**src/sv/cfglex_pkg.sv**
```systemverilog
package cfglex_pkg;

  localparam int MAX_HEX_DIGITS_DEF = 16;
  localparam int QUEUE_DEPTH        = 4;

  localparam logic [3:0] KIND_TEXT    = 4'd0;
  localparam logic [3:0] KIND_NUMBER  = 4'd1;
  localparam logic [3:0] KIND_ADDR    = 4'd2;
  localparam logic [3:0] KIND_BOOL    = 4'd3;
  localparam logic [3:0] KIND_KEYWORD = 4'd4;
  localparam logic [3:0] KIND_STRING  = 4'd5;
  localparam logic [3:0] KIND_OPEN    = 4'd6;
  localparam logic [3:0] KIND_CLOSE   = 4'd7;
  localparam logic [3:0] KIND_EOF     = 4'd8;
  localparam logic [3:0] KIND_INVALID = 4'd9;
  localparam logic [3:0] KIND_UEOF    = 4'd10;

  typedef struct packed {
    logic [7:0] ch;
    logic       at_end;
  } in_t;

  typedef struct packed {
    logic [3:0]  kind;
    logic [63:0] value;
    logic [7:0]  text_byte;
    logic        last;
  } res_t;

  typedef struct packed {
    logic [1:0] cnt;
    res_t       r0;
    res_t       r1;
  } push_t;

  function automatic res_t mk_res(logic [3:0] k, logic [63:0] v, logic [7:0] tb);
    res_t r;
    r.kind      = k;
    r.value     = v;
    r.text_byte = tb;
    r.last      = 1'b0;
    return r;
  endfunction

  // Expected character of "true" or "false" at a match position.
  function automatic logic [7:0] word_char(logic is_false, logic [2:0] idx);
    logic [7:0] w;
    w = 8'h00;
    if (is_false) begin
      case (idx)
        3'd0: w = "f";
        3'd1: w = "a";
        3'd2: w = "l";
        3'd3: w = "s";
        3'd4: w = "e";
        default: w = 8'h00;
      endcase
    end else begin
      case (idx[1:0])
        2'd0: w = "t";
        2'd1: w = "r";
        2'd2: w = "u";
        2'd3: w = "e";
        default: w = 8'h00;
      endcase
    end
    return w;
  endfunction

endpackage

```
**src/sv/cfglex_front.sv**
```systemverilog
module cfglex_front #(
  parameter int MAX_HEX_DIGITS = cfglex_pkg::MAX_HEX_DIGITS_DEF
) (
  input  logic               clk,
  input  logic               rst_n,
  input  logic               in_valid,
  output logic               in_ready,
  input  cfglex_pkg::in_t    in_data,
  input  logic               room,
  output cfglex_pkg::push_t  push
);
  import cfglex_pkg::*;

  localparam int CNT_W = $clog2(MAX_HEX_DIGITS + 1);
  localparam logic [2:0] WM_NONE = 3'd7;

  typedef enum logic [6:0] {
    S_IDLE = 7'b0000001,
    S_ZERO = 7'b0000010,
    S_HEX  = 7'b0000100,
    S_DEC  = 7'b0001000,
    S_WORD = 7'b0010000,
    S_STR  = 7'b0100000,
    S_CMT  = 7'b1000000
  } state_t;

  state_t           st_r, st_nxt;
  logic [63:0]      acc_r, acc_nxt;
  logic [CNT_W-1:0] cnt_r, cnt_nxt;
  logic             ovf_r, ovf_nxt;
  logic [2:0]       wm_r, wm_nxt;
  logic             accept;
  res_t             ra, ri;
  logic             have_a, go_idle, emit_i;

  assign in_ready = room;
  assign accept   = in_valid && room;

  always_comb begin
    logic [7:0]  c, l, want;
    logic        fin, hex_ok, dig_ok, word_ok, quote, is_f;
    logic [7:0]  hv;
    logic [35:0] prod;
    logic [2:0]  wlen;
    c       = in_data.ch;
    fin     = in_data.at_end;
    l       = (c >= "A" && c <= "Z") ? c + 8'd32 : c;
    dig_ok  = c >= "0" && c <= "9";
    hex_ok  = dig_ok || (l >= "a" && l <= "f");
    hv      = dig_ok ? c - "0" : l - "a" + 8'd10;
    word_ok = (l >= "a" && l <= "z") || c == "-";
    quote   = c == "\"" || c == "'";
    is_f    = acc_r[0];
    wlen    = is_f ? 3'd5 : 3'd4;
    want    = word_char(is_f, wm_r);
    prod    = {1'b0, acc_r[31:0], 3'b000} + {3'b000, acc_r[31:0], 1'b0} + {28'd0, c - "0"};
    st_nxt  = st_r;
    acc_nxt = acc_r;
    cnt_nxt = cnt_r;
    ovf_nxt = ovf_r;
    wm_nxt  = wm_r;
    ra      = mk_res(KIND_TEXT, 64'd0, 8'd0);
    ri      = mk_res(KIND_TEXT, 64'd0, 8'd0);
    have_a  = 1'b0;
    go_idle = 1'b0;
    emit_i  = 1'b0;
    case (st_r)
      S_ZERO: begin
        if (!fin && l == "x") begin
          st_nxt  = S_HEX;
          acc_nxt = 64'd0;
          cnt_nxt = '0;
          ovf_nxt = 1'b0;
        end else begin
          ra      = mk_res(KIND_NUMBER, 64'd0, 8'd0);
          have_a  = 1'b1;
          go_idle = 1'b1;
        end
      end
      S_HEX: begin
        if (!fin && hex_ok) begin
          if (cnt_r >= CNT_W'(MAX_HEX_DIGITS)) begin
            ovf_nxt = 1'b1;
          end else begin
            acc_nxt = {acc_r[59:0], hv[3:0]};
            cnt_nxt = cnt_r + CNT_W'(1);
          end
        end else begin
          ra      = (cnt_r == '0 || ovf_r) ? mk_res(KIND_INVALID, 64'd0, 8'd0)
                                           : mk_res(KIND_ADDR, acc_r, 8'd0);
          have_a  = 1'b1;
          go_idle = 1'b1;
        end
      end
      S_DEC: begin
        if (!fin && dig_ok) begin
          if (!ovf_r) begin
            acc_nxt = {28'd0, prod};
            if (prod > 36'h07FFFFFFF) begin
              ovf_nxt = 1'b1;
            end
          end
        end else begin
          ra      = ovf_r ? mk_res(KIND_INVALID, 64'd0, 8'd0)
                          : mk_res(KIND_NUMBER, acc_r, 8'd0);
          have_a  = 1'b1;
          go_idle = 1'b1;
        end
      end
      S_WORD: begin
        if (!fin && word_ok) begin
          if (wm_r != WM_NONE) begin
            wm_nxt = (wm_r < wlen && l == want) ? wm_r + 3'd1 : WM_NONE;
          end
          ra     = mk_res(KIND_TEXT, 64'd0, l);
          have_a = 1'b1;
        end else begin
          ra      = (wm_r == wlen) ? mk_res(KIND_BOOL, {63'd0, !is_f}, 8'd0)
                                   : mk_res(KIND_KEYWORD, 64'd0, 8'd0);
          have_a  = 1'b1;
          go_idle = 1'b1;
        end
      end
      S_STR: begin
        if (fin || quote) begin
          ra      = mk_res(fin ? KIND_UEOF : KIND_STRING, 64'd0, 8'd0);
          have_a  = 1'b1;
          st_nxt  = S_IDLE;
          acc_nxt = 64'd0;
          cnt_nxt = '0;
          ovf_nxt = 1'b0;
          wm_nxt  = 3'd0;
        end else begin
          ra     = mk_res(KIND_TEXT, 64'd0, c);
          have_a = 1'b1;
        end
      end
      S_CMT: begin
        if (fin || c == 8'h0A) begin
          ra      = mk_res(KIND_EOF, 64'd0, 8'd0);
          have_a  = fin;
          st_nxt  = S_IDLE;
          acc_nxt = 64'd0;
          cnt_nxt = '0;
          ovf_nxt = 1'b0;
          wm_nxt  = 3'd0;
        end
      end
      default: begin
        go_idle = 1'b1;
      end
    endcase

    if (go_idle) begin
      st_nxt  = S_IDLE;
      acc_nxt = 64'd0;
      cnt_nxt = '0;
      ovf_nxt = 1'b0;
      wm_nxt  = 3'd0;
      emit_i  = 1'b1;
      if (fin) begin
        ri = mk_res(KIND_EOF, 64'd0, 8'd0);
      end else if (c == " " || c == 8'h09 || c == 8'h0D || c == 8'h0A) begin
        emit_i = 1'b0;
      end else if (c == "0") begin
        st_nxt = S_ZERO;
        emit_i = 1'b0;
      end else if (c >= "1" && c <= "9") begin
        st_nxt  = S_DEC;
        acc_nxt = {56'd0, c - "0"};
        emit_i  = 1'b0;
      end else if (l >= "a" && l <= "z") begin
        st_nxt  = S_WORD;
        acc_nxt = {63'd0, l == "f"};
        wm_nxt  = (l == "t" || l == "f") ? 3'd1 : WM_NONE;
        ri      = mk_res(KIND_TEXT, 64'd0, l);
      end else if (c == "[") begin
        ri = mk_res(KIND_OPEN, 64'd0, 8'd0);
      end else if (c == "]") begin
        ri = mk_res(KIND_CLOSE, 64'd0, 8'd0);
      end else if (quote) begin
        st_nxt = S_STR;
        emit_i = 1'b0;
      end else if (c == "#") begin
        st_nxt = S_CMT;
        emit_i = 1'b0;
      end else begin
        ri = mk_res(KIND_INVALID, 64'd0, 8'd0);
      end
    end
  end

  always_comb begin
    push.cnt = 2'd0;
    push.r0  = ra;
    push.r1  = ri;
    if (have_a && emit_i) begin
      push.cnt     = 2'd2;
      push.r1.last = 1'b1;
    end else if (have_a) begin
      push.cnt     = 2'd1;
      push.r0.last = 1'b1;
    end else if (emit_i) begin
      push.cnt     = 2'd1;
      push.r0      = ri;
      push.r0.last = 1'b1;
    end
    if (!accept) begin
      push.cnt = 2'd0;
    end
  end

  always_ff @(posedge clk) begin
    if (!rst_n) begin
      st_r  <= S_IDLE;
      acc_r <= 64'd0;
      cnt_r <= '0;
      ovf_r <= 1'b0;
      wm_r  <= 3'd0;
    end else if (accept) begin
      st_r  <= st_nxt;
      acc_r <= acc_nxt;
      cnt_r <= cnt_nxt;
      ovf_r <= ovf_nxt;
      wm_r  <= wm_nxt;
    end
  end

endmodule

```
**src/sv/cfglex_queue.sv**
```systemverilog
module cfglex_queue (
  input  logic               clk,
  input  logic               rst_n,
  input  cfglex_pkg::push_t  push,
  output logic               room,
  output logic               out_valid,
  input  logic               out_ready,
  output cfglex_pkg::res_t   out_data
);
  import cfglex_pkg::*;

  localparam int PTR_W = $clog2(QUEUE_DEPTH);
  localparam int CNT_W = $clog2(QUEUE_DEPTH + 1);

  res_t             mem [QUEUE_DEPTH];
  logic [PTR_W-1:0] wp_r, wp_nxt, rp_r, rp_nxt;
  logic [CNT_W-1:0] cnt_r, cnt_nxt;
  logic             pop;

  assign out_valid = cnt_r != '0;
  assign out_data  = mem[rp_r];
  assign pop       = out_valid && out_ready;
  assign room      = cnt_r <= CNT_W'(QUEUE_DEPTH - 2);
  assign wp_nxt    = wp_r + PTR_W'(push.cnt);
  assign rp_nxt    = rp_r + PTR_W'(pop);
  assign cnt_nxt   = cnt_r + CNT_W'(push.cnt) - CNT_W'(pop);

  always_ff @(posedge clk) begin
    if (push.cnt != 2'd0) begin
      mem[wp_r] <= push.r0;
    end
    if (push.cnt == 2'd2) begin
      mem[wp_r + PTR_W'(1)] <= push.r1;
    end
  end

  always_ff @(posedge clk) begin
    if (!rst_n) begin
      wp_r  <= '0;
      rp_r  <= '0;
      cnt_r <= '0;
    end else begin
      wp_r  <= wp_nxt;
      rp_r  <= rp_nxt;
      cnt_r <= cnt_nxt;
    end
  end

endmodule

```
**src/sv/config_text_lexer.sv**
```systemverilog
// Channel  Direction  Payload                              Handshake
// in_      input      in_t    {ch, at_end}                 in_valid / in_ready
// out_     output     res_t   {kind, value, text_byte, last} out_valid / out_ready
//
// One input byte is accepted per cycle while the result queue has two free slots.
// Each accepted byte yields zero, one or two results; the output drains one per cycle
// while out_ready is high, so a byte with two results needs two output transfers.
// Results appear on out_ in the cycle after their byte is accepted, at the earliest.
// Reset is synchronous on rst_n low; the queue empties and the lexer returns to idle.
// A stalled output drops in_ready once three of the four queue entries are taken.
module config_text_lexer #(
  parameter int MAX_HEX_DIGITS = cfglex_pkg::MAX_HEX_DIGITS_DEF
) (
  input  logic              clk,
  input  logic              rst_n,
  input  logic              in_valid,
  output logic              in_ready,
  input  cfglex_pkg::in_t   in_data,
  output logic              out_valid,
  input  logic              out_ready,
  output cfglex_pkg::res_t  out_data
);
  import cfglex_pkg::*;

  push_t push;
  logic  room;

  cfglex_front #(
    .MAX_HEX_DIGITS(MAX_HEX_DIGITS)
  ) u_front (
    .clk      (clk),
    .rst_n    (rst_n),
    .in_valid (in_valid),
    .in_ready (in_ready),
    .in_data  (in_data),
    .room     (room),
    .push     (push)
  );

  cfglex_queue u_queue (
    .clk       (clk),
    .rst_n     (rst_n),
    .push      (push),
    .room      (room),
    .out_valid (out_valid),
    .out_ready (out_ready),
    .out_data  (out_data)
  );

endmodule

```
**config.mk**
```make
export PLATFORM = sky130hd
export DESIGN_NAME = config_text_lexer
export DESIGN_NICKNAME = d
export VERILOG_FILES = /design/src/sv/cfglex_pkg.sv /design/src/sv/cfglex_front.sv /design/src/sv/cfglex_queue.sv /design/src/sv/config_text_lexer.sv
export SDC_FILE = /design/constraint.sdc
export NUM_CORES = 1
export LEC_CHECK = 0
export BUFFER_PORTS_ARGS = -buffer_cell sky130_fd_sc_hd__buf_2
export CORE_MARGIN = 2
export CORE_UTILIZATION = 25
export DETAILED_ROUTE_END_ITERATION = 8
export GPL_TIMING_DRIVEN = 0
export RECOVER_POWER = 100
export SLEW_MARGIN = 25
export SYNTH_ARGS = -nofsm -noshare
export SYNTH_HDL_FRONTEND = slang
export SYNTH_SLANG_ARGS = --single-unit
export TNS_END_PERCENT = 50
```
**constraint.sdc**
```tcl
create_clock -name clk -period 5.4 [get_ports clk]
set_input_delay 0.81 -clock clk [delete_from_list [all_inputs] [get_ports clk]]
set_output_delay 0.81 -clock clk [all_outputs]
set_load 0.02 [all_outputs]
```
=== Yosys cells after proc, flatten, opt, wreduce, memory -nomap -nowiden ===
Memories as Yosys holds them, arrays and structs flattened. A register that Yosys moved wholly into a read port is not among the register bits.
Index checks and enable logic that the tools add are counted.

* Memory bits (writable): 308
* Output and inout port bits: 79
* Memories: 1
* Flip-flop bits (word level): 87

* Eq/ne operators: 41
* Magnitude comparators: 12
* Mux-type cells: 115
* Reduce and logical (&&, ||, !) cells: 41
* $add $sub $neg: 13

{| class="wikitable"
|+ Memory list
! memory !! depth !! width !! read ports !! clocked after memory_dff !! wr ports !! line !! text
|-
| u_queue.mem || 4 || 77 || 1 || 1 || 2 || cfglex_queue.sv:15 || <nowiki>res_t mem [QUEUE_DEPTH];</nowiki>
|}

{| class="wikitable"
|+ Operators by type and width
! operator !! number
|-
| $mux 77 || 17
|-
| $mux 64 || 11
|-
| $pmux 77 s6 || 1
|-
| $pmux 64 s5 || 1
|-
| $mux 76 || 3
|-
| $mux 7 || 13
|-
| $mux 78 || 1
|-
| $mux 74 || 1
|-
| $eq 8x6->1 const B || 6
|-
| $eq 8x7->1 const B || 5
|-
| $add 35x33->36 || 1
|-
| $add 36x8->36 || 1
|-
| $gt 36x31->1 const B || 1
|-
| $mux 3 || 12
|-
| $pmux 7 s5 || 1
|-
| $mux 1 || 32
|-
| $pmux 8 s4 || 1
|-
| $mux 5 || 6
|-
| $eq 8x4->1 const B || 3
|-
| $le 8x7->1 const B || 3
|-
| $mux 8 || 3
|-
| $ne 3x1->1 const B || 8
|-
| $pmux 7 s3 || 1
|-
| $pmux 5 s4 || 1
|-
| other kinds (53) || 89
|}

=== Depth between registers and ports, before layout ===
* Word-level depth: 18
* Gate-level depth with buffers: 22
* Depth with buffers taken out: 17

=== By module ===
From an unflattened synthesis, not the netlist that was laid out.

* Cell total of the unflattened synthesis: 1,865
* Area total of the unflattened synthesis: 23,876.6 sq um

{| class="wikitable"
|+ By module, submodules not included
! module !! area an instance (sq um) !! times used !! cells each
|-
| cfglex_queue || 15,433.6 || 1 || 791
|-
| cfglex_front || 8,443.1 || 1 || 1,074
|}

=== Least setup slack after synthesis ===
No wires, ideal clock.

* Path type: input to register
* From: input in_data[2] (netlist name)
* To: memory u_queue.mem[1][0] (netlist name) (enable)
* Arrival: 5.041 ns
* Cell stages on the path: 20
* Setup slack: 0.050 ns
* Required time: 5.092 ns
* Buffers on the path: 5
* Path through: clkbuf_1 inv_1 ha_1 or4b_1 a21boi_1 a2111oi_2 a2111oi_2 or3_4 nor2_4 nor2_1 ha_1 and3_1 clkbuf_1 nand2b_1 clkbuf_1 nand3b_1 and2_1 clkbuf_1 buf_1 inv_1

{| class="wikitable"
|+ RTL lines
! what !! line !! text
|-
| start, declared || config_text_lexer.sv:18 || <nowiki>input cfglex_pkg::in_t in_data,</nowiki>
|-
| end, declared || cfglex_queue.sv:15 ||
|}

==> insert_results.sql <==
INSERT INTO impl_metrics (metric_group, metric, value, unit) VALUES
('sta', 'final_period_minus_worst_setup_slack', '5.23', 'ns'),
('final_layout', 'antennaDiodeCount', '0', ''),
('sta', 'fmaxAchievable', '0.191', 'GHz'),
('drt', 'remaining_drc_errors', '0', ''),
('global_route', 'grt_first_pass_wirelength', '93100', 'µm'),
('critical_path', 'critPathBufInv', '6', ''),
('clock_tree', 'clkTransAtPathRegs', '0.06', 'ns'),
('clock_tree', 'clock_path_buffers', '3', ''),
('critical_path', 'critPathTopFamily', 'buffers and inverters', ''),
('floorplanning', 'dieWidth', '280', 'µm'),
('placement', 'place_inst', '2834', ''),
('critical_path', 'cp_data_required_time', '5.92', 'ns'),
('global_route', 'vias_in_the_first_global_route', '15600', ''),
('yosys', 'synth.net_count', '1875', ''),
('drt', 'detailedRoute.firstIterationViolations', '1196', ''),
('placement', 'routabilityCongestion', '0.893', ''),
('global_route', 'grt_overflow_total', '0', ''),
('clock_tree', 'cts_num_sinks', '395', ''),
('global_route', 'globalRouteTotalUtil', '15.0', '%'),
('clock_tree', 'clk_latency', '0.60', 'ns'),
('critical_path', 'slowest_stage', 'sky130_fd_sc_hd__or4b_4', ''),
('global_route', 'grt_max_degree', '15', ''),
('critical_path', 'crit_path_start_kind', 'primary input', ''),
('hold_path', 'hold_path_startpoint', 'u_queue.mem[3][9]', ''),
('yosys', 'synth-edff-count', '52', ''),
('placement', 'dp_worst_setup_slack', '-2.28', 'ns'),
('sta', 'final-hold-violation-count', '0', ''),
('critical_path', 'element_type_at_the_critical_path_end', 'flip-flop', ''),
('floorplanning', 'core', '75700', 'µm²'),
('sta', 'headroom_to_the_max_slew_limit', '28.8', '%'),
('drt', 'totalWireLength', '60100', 'µm'),
('floorplanning', 'floorplan.die.height', '280', 'µm'),
('yosys', 'synth.yosys.warnings', '0', ''),
('outcome', 'result_of_the_run', 'complete, no violations', ''),
('yosys', 'seq_total_area_yosys', '44.3', '%'),
('critical_path', 'worst-r2r-cell-count', '14', ''),
('floorplanning', 'die-area', '78400', 'µm²'),
('sta', 'final.setup.worst_slack', '0.166', 'ns'),
('hold_path', 'hold_path_class', 'reg2reg', ''),
('yosys', 'postSynthRegisterBits', '395', ''),
('power_and_ir_drop', 'leakagePower', '8.52', 'nW'),
('drt', 'firstDrtPassIters', '6', ''),
('drt', 'ant_nets', '0', ''),
('drt', 'post_drt_via_cell_ratio', '5.27', ''),
('clock_tree', 'cts_buffers', '42', ''),
('drt', 'wire_per_inst', '20.6', 'µm'),
('clock_tree', 'cts_max_level', '2', ''),
('floorplanning', 'io_pins', '92', ''),
('clock_tree', 'cts_tree', 'built', ''),
('sta', 'finalCritPeriodShare', '96.9', '%'),
('critical_path', 'worst_r2r_startpoint', 'u_front.st_r[6]', ''),
('placement', 'port_buffers', '89', ''),
('final_layout', 'syn2layout_area_growth', '17.7', '%'),
('critical_path', 'ff2ff_setup_slack', '0.58', 'ns'),
('sta', 'worst_pin_slew', '1.06', 'ns'),
('yosys', 'synthesized_area', '19000', 'µm²'),
('yosys', 'synth_area_per_cell', '10.8', 'µm²'),
('power_and_ir_drop', 'peakVddDrop', '0.000179', 'V'),
('yosys', 'postSynthCellCount', '1767', ''),
('final_layout', 'final_net_count', '2021', ''),
('hold_path', 'timing.hold.worst_path_depth', '2', ''),
('hold_path', 'min_to', 'u_queue.mem[3][9]', ''),
('placement', 'place_area', '20700', 'µm²'),
('global_route', 'initial_antenna_violation_count', '0', ''),
('yosys', 'ys_types', '83', ''),
('sta', 'maxSlewViolCount', '0', ''),
('drt', 'vias', '15400', ''),
('placement', 'dp.final_hpwl', '43600', 'µm'),
('critical_path', 'setup.worst_path.class', 'in2reg', ''),
('power_and_ir_drop', 'fin_total_pwr', '8.27', 'mW'),
('floorplanning', 'initial_core_util', '25.1', '%');
-- what timing repair did --
item | 4_1_cts | 5_1_grt
resized for setup | 43 | 13
setup buffers | 5 | 9
setup endpoints to repair | 350 | 270
pin swaps | 0 | 4
hold buffers | 0 | 0
-- worst register-to-register path, cell delays in order (launching register included) --
cell	delay [ns]
sky130_fd_sc_hd__dfxtp_1	0.35
sky130_fd_sc_hd__nor4_1	0.49
sky130_fd_sc_hd__nand4bb_1	0.43
sky130_fd_sc_hd__nor3_2	0.56
sky130_fd_sc_hd__o21bai_2	0.28
sky130_fd_sc_hd__or3_4	0.23
sky130_fd_sc_hd__nor2_4	0.07
sky130_fd_sc_hd__nor2_1	0.13
sky130_fd_sc_hd__ha_1	0.26
sky130_fd_sc_hd__and3_2	0.27
sky130_fd_sc_hd__nand2b_2	0.26
sky130_fd_sc_hd__a21oi_2	0.32
sky130_fd_sc_hd__clkbuf_8	0.28
sky130_fd_sc_hd__clkbuf_1	0.57
sky130_fd_sc_hd__a22o_1	0.26
-- placed cells by master, fill, tap and decap left out, types with 7 or more instances in the layout --
cell / Yosys / routed
sky130_fd_sc_hd__a211oi_1: 9 / 9
sky130_fd_sc_hd__a21boi_1: 29 / 27
sky130_fd_sc_hd__a21o_1: 23 / 23
sky130_fd_sc_hd__a21oi_1: 64 / 62
sky130_fd_sc_hd__a221oi_1: 29 / 29
sky130_fd_sc_hd__a22o_1: 252 / 252
sky130_fd_sc_hd__a31oi_1: 15 / 14
sky130_fd_sc_hd__and2_1: 37 / 34
sky130_fd_sc_hd__and3_1: 8 / 7
sky130_fd_sc_hd__buf_2: 41 / 90
sky130_fd_sc_hd__buf_4: 1 / 17
sky130_fd_sc_hd__clkbuf_1: 77 / 110
sky130_fd_sc_hd__clkbuf_16: 0 / 42
sky130_fd_sc_hd__clkinv_2: 0 / 12
sky130_fd_sc_hd__dfxtp_1: 343 / 343
sky130_fd_sc_hd__edfxtp_1: 52 / 52
sky130_fd_sc_hd__fa_1: 7 / 7
sky130_fd_sc_hd__ha_1: 88 / 88
sky130_fd_sc_hd__inv_1: 54 / 49
sky130_fd_sc_hd__mux4_2: 77 / 77
sky130_fd_sc_hd__nand2_1: 88 / 89
sky130_fd_sc_hd__nand2b_1: 14 / 13
sky130_fd_sc_hd__nand3_1: 59 / 59
sky130_fd_sc_hd__nand4_1: 10 / 10
sky130_fd_sc_hd__nor2_1: 75 / 74
sky130_fd_sc_hd__nor2b_1: 12 / 12
sky130_fd_sc_hd__nor3_1: 21 / 20
sky130_fd_sc_hd__nor3b_1: 12 / 12
sky130_fd_sc_hd__nor4_1: 8 / 8
sky130_fd_sc_hd__o21ai_0: 77 / 77
sky130_fd_sc_hd__o21ai_1: 6 / 7
sky130_fd_sc_hd__o21bai_1: 9 / 8
sky130_fd_sc_hd__o22ai_1: 10 / 10
sky130_fd_sc_hd__or3_1: 8 / 8
sky130_fd_sc_hd__xnor2_1: 30 / 30
sky130_fd_sc_hd__xor2_1: 14 / 14
-- sequential cells by signal, summed over array words and instances, names as in the netlist --
name	cells
u_queue.cnt_r	3
u_front.ovf_r	1
u_front.acc_r	64
u_front.cnt_r	5
u_queue.wp_r	2
u_front.wm_r	3
u_front.st_r	7
u_queue.mem	308
u_queue.rp_r	2
-- worst max-delay path by stage --
stage | startpoint | to | slack (ns) | depth (start not counted)
after floorplan | in_data[2] | u_queue.mem[1][0] | 0.05 | 20
after global placement | in_data[2] | u_queue.mem[2][1] | -2.30 | 20
after detailed placement | in_data[2] | u_queue.mem[2][1] | -2.28 | 20
after CTS | in_data[5] | u_queue.mem[3][75] | 0.07 | 21
after global routing | in_data[1] | u_queue.mem[2][18] | -0.002 | 18
final | in_data[2] | u_queue.mem[2][18] | 0.17 | 19
-- metrics by stage --
step | utilization (%) | hold WS, ns | TNS (ns)
final | 29.6 | 0.466 | 0
after global routing | 29.6 | 0.488 | -0.00234
after CTS | 29.5 | 0.460 | 0
after detailed placement | 27.3 | 0.446 | -507.86
after global placement | 27.3 | 0.434 | -491.43
after floorplan | - | 0.420 | 0
-- synthesized netlist by cell type (all sizes together) (5+ instances only) --
cell | instances | area [µm²]
dfxtp | 343 | 6870
a22o | 252 | 2210
nand2 | 89 | 337
ha | 88 | 1100
o21ai | 84 | 424
nor2 | 81 | 344
clkbuf | 77 | 289
mux4 | 77 | 1730
a21oi | 66 | 345
nand3 | 59 | 295
inv | 54 | 203
edfxtp | 52 | 1560
buf | 49 | 239
and2 | 37 | 231
a21boi | 35 | 267
xnor2 | 30 | 263
a221oi | 29 | 254
nor3 | 24 | 135
a21o | 23 | 173
a31oi | 15 | 93.8
nand2b | 14 | 87.6
xor2 | 14 | 123
nor2b | 12 | 75.1
nor3b | 12 | 90.1
nand4 | 10 | 62.6
o22ai | 10 | 62.6
a211oi | 9 | 67.6
o21bai | 9 | 67.6
or3 | 9 | 61.3
and3 | 8 | 50.1
nor4 | 8 | 50.1
fa | 7 | 140
o21a | 6 | 45.0
and4 | 5 | 43.8
o211ai | 5 | 37.5
or4 | 5 | 37.5
-- routing by layer --
layer,part of all wire [%],track usage [%],vias to the layer above
met5,0,0,-
met4,2.4,4.21,0
met3,6.5,3.34,83
met2,48,25.3,464
met1,43,19.3,7780
li1,-,-,7076
-- cells by family after synthesis --
family / synth area share, %
AOI/OAI and AO/OA: 23.2
xor gates and xnor gates: 2.02
adders and majority gates: 6.52
buffers and inverters: 3.84
DFF: 44.3
muxes: 9.38
and+or+nand+nor: 10.7
-- where the power goes --
| group | internal, mW | switching (mW) | total [mW] |
|---|---|---|---|
| Sequential | 3.11 | 0.166 | 3.27 |
| Clock | 1.77 | 1.25 | 3.02 |
| Combinational | 0.706 | 1.27 | 1.98 |
| Total | 5.58 | 2.69 | 8.27 |
-- layout make-up --
type,instances,area (µm²)
buffer,124,566
inverter,54,221
sequential,395,8430
tap,978,1220
timing repair buffer,104,534
fill,7738,53300
clock inverter,26,323
multi-input combinational,1192,10000
clock buffer,48,1100
Note: power is estimated with default switching activity, not from simulation.
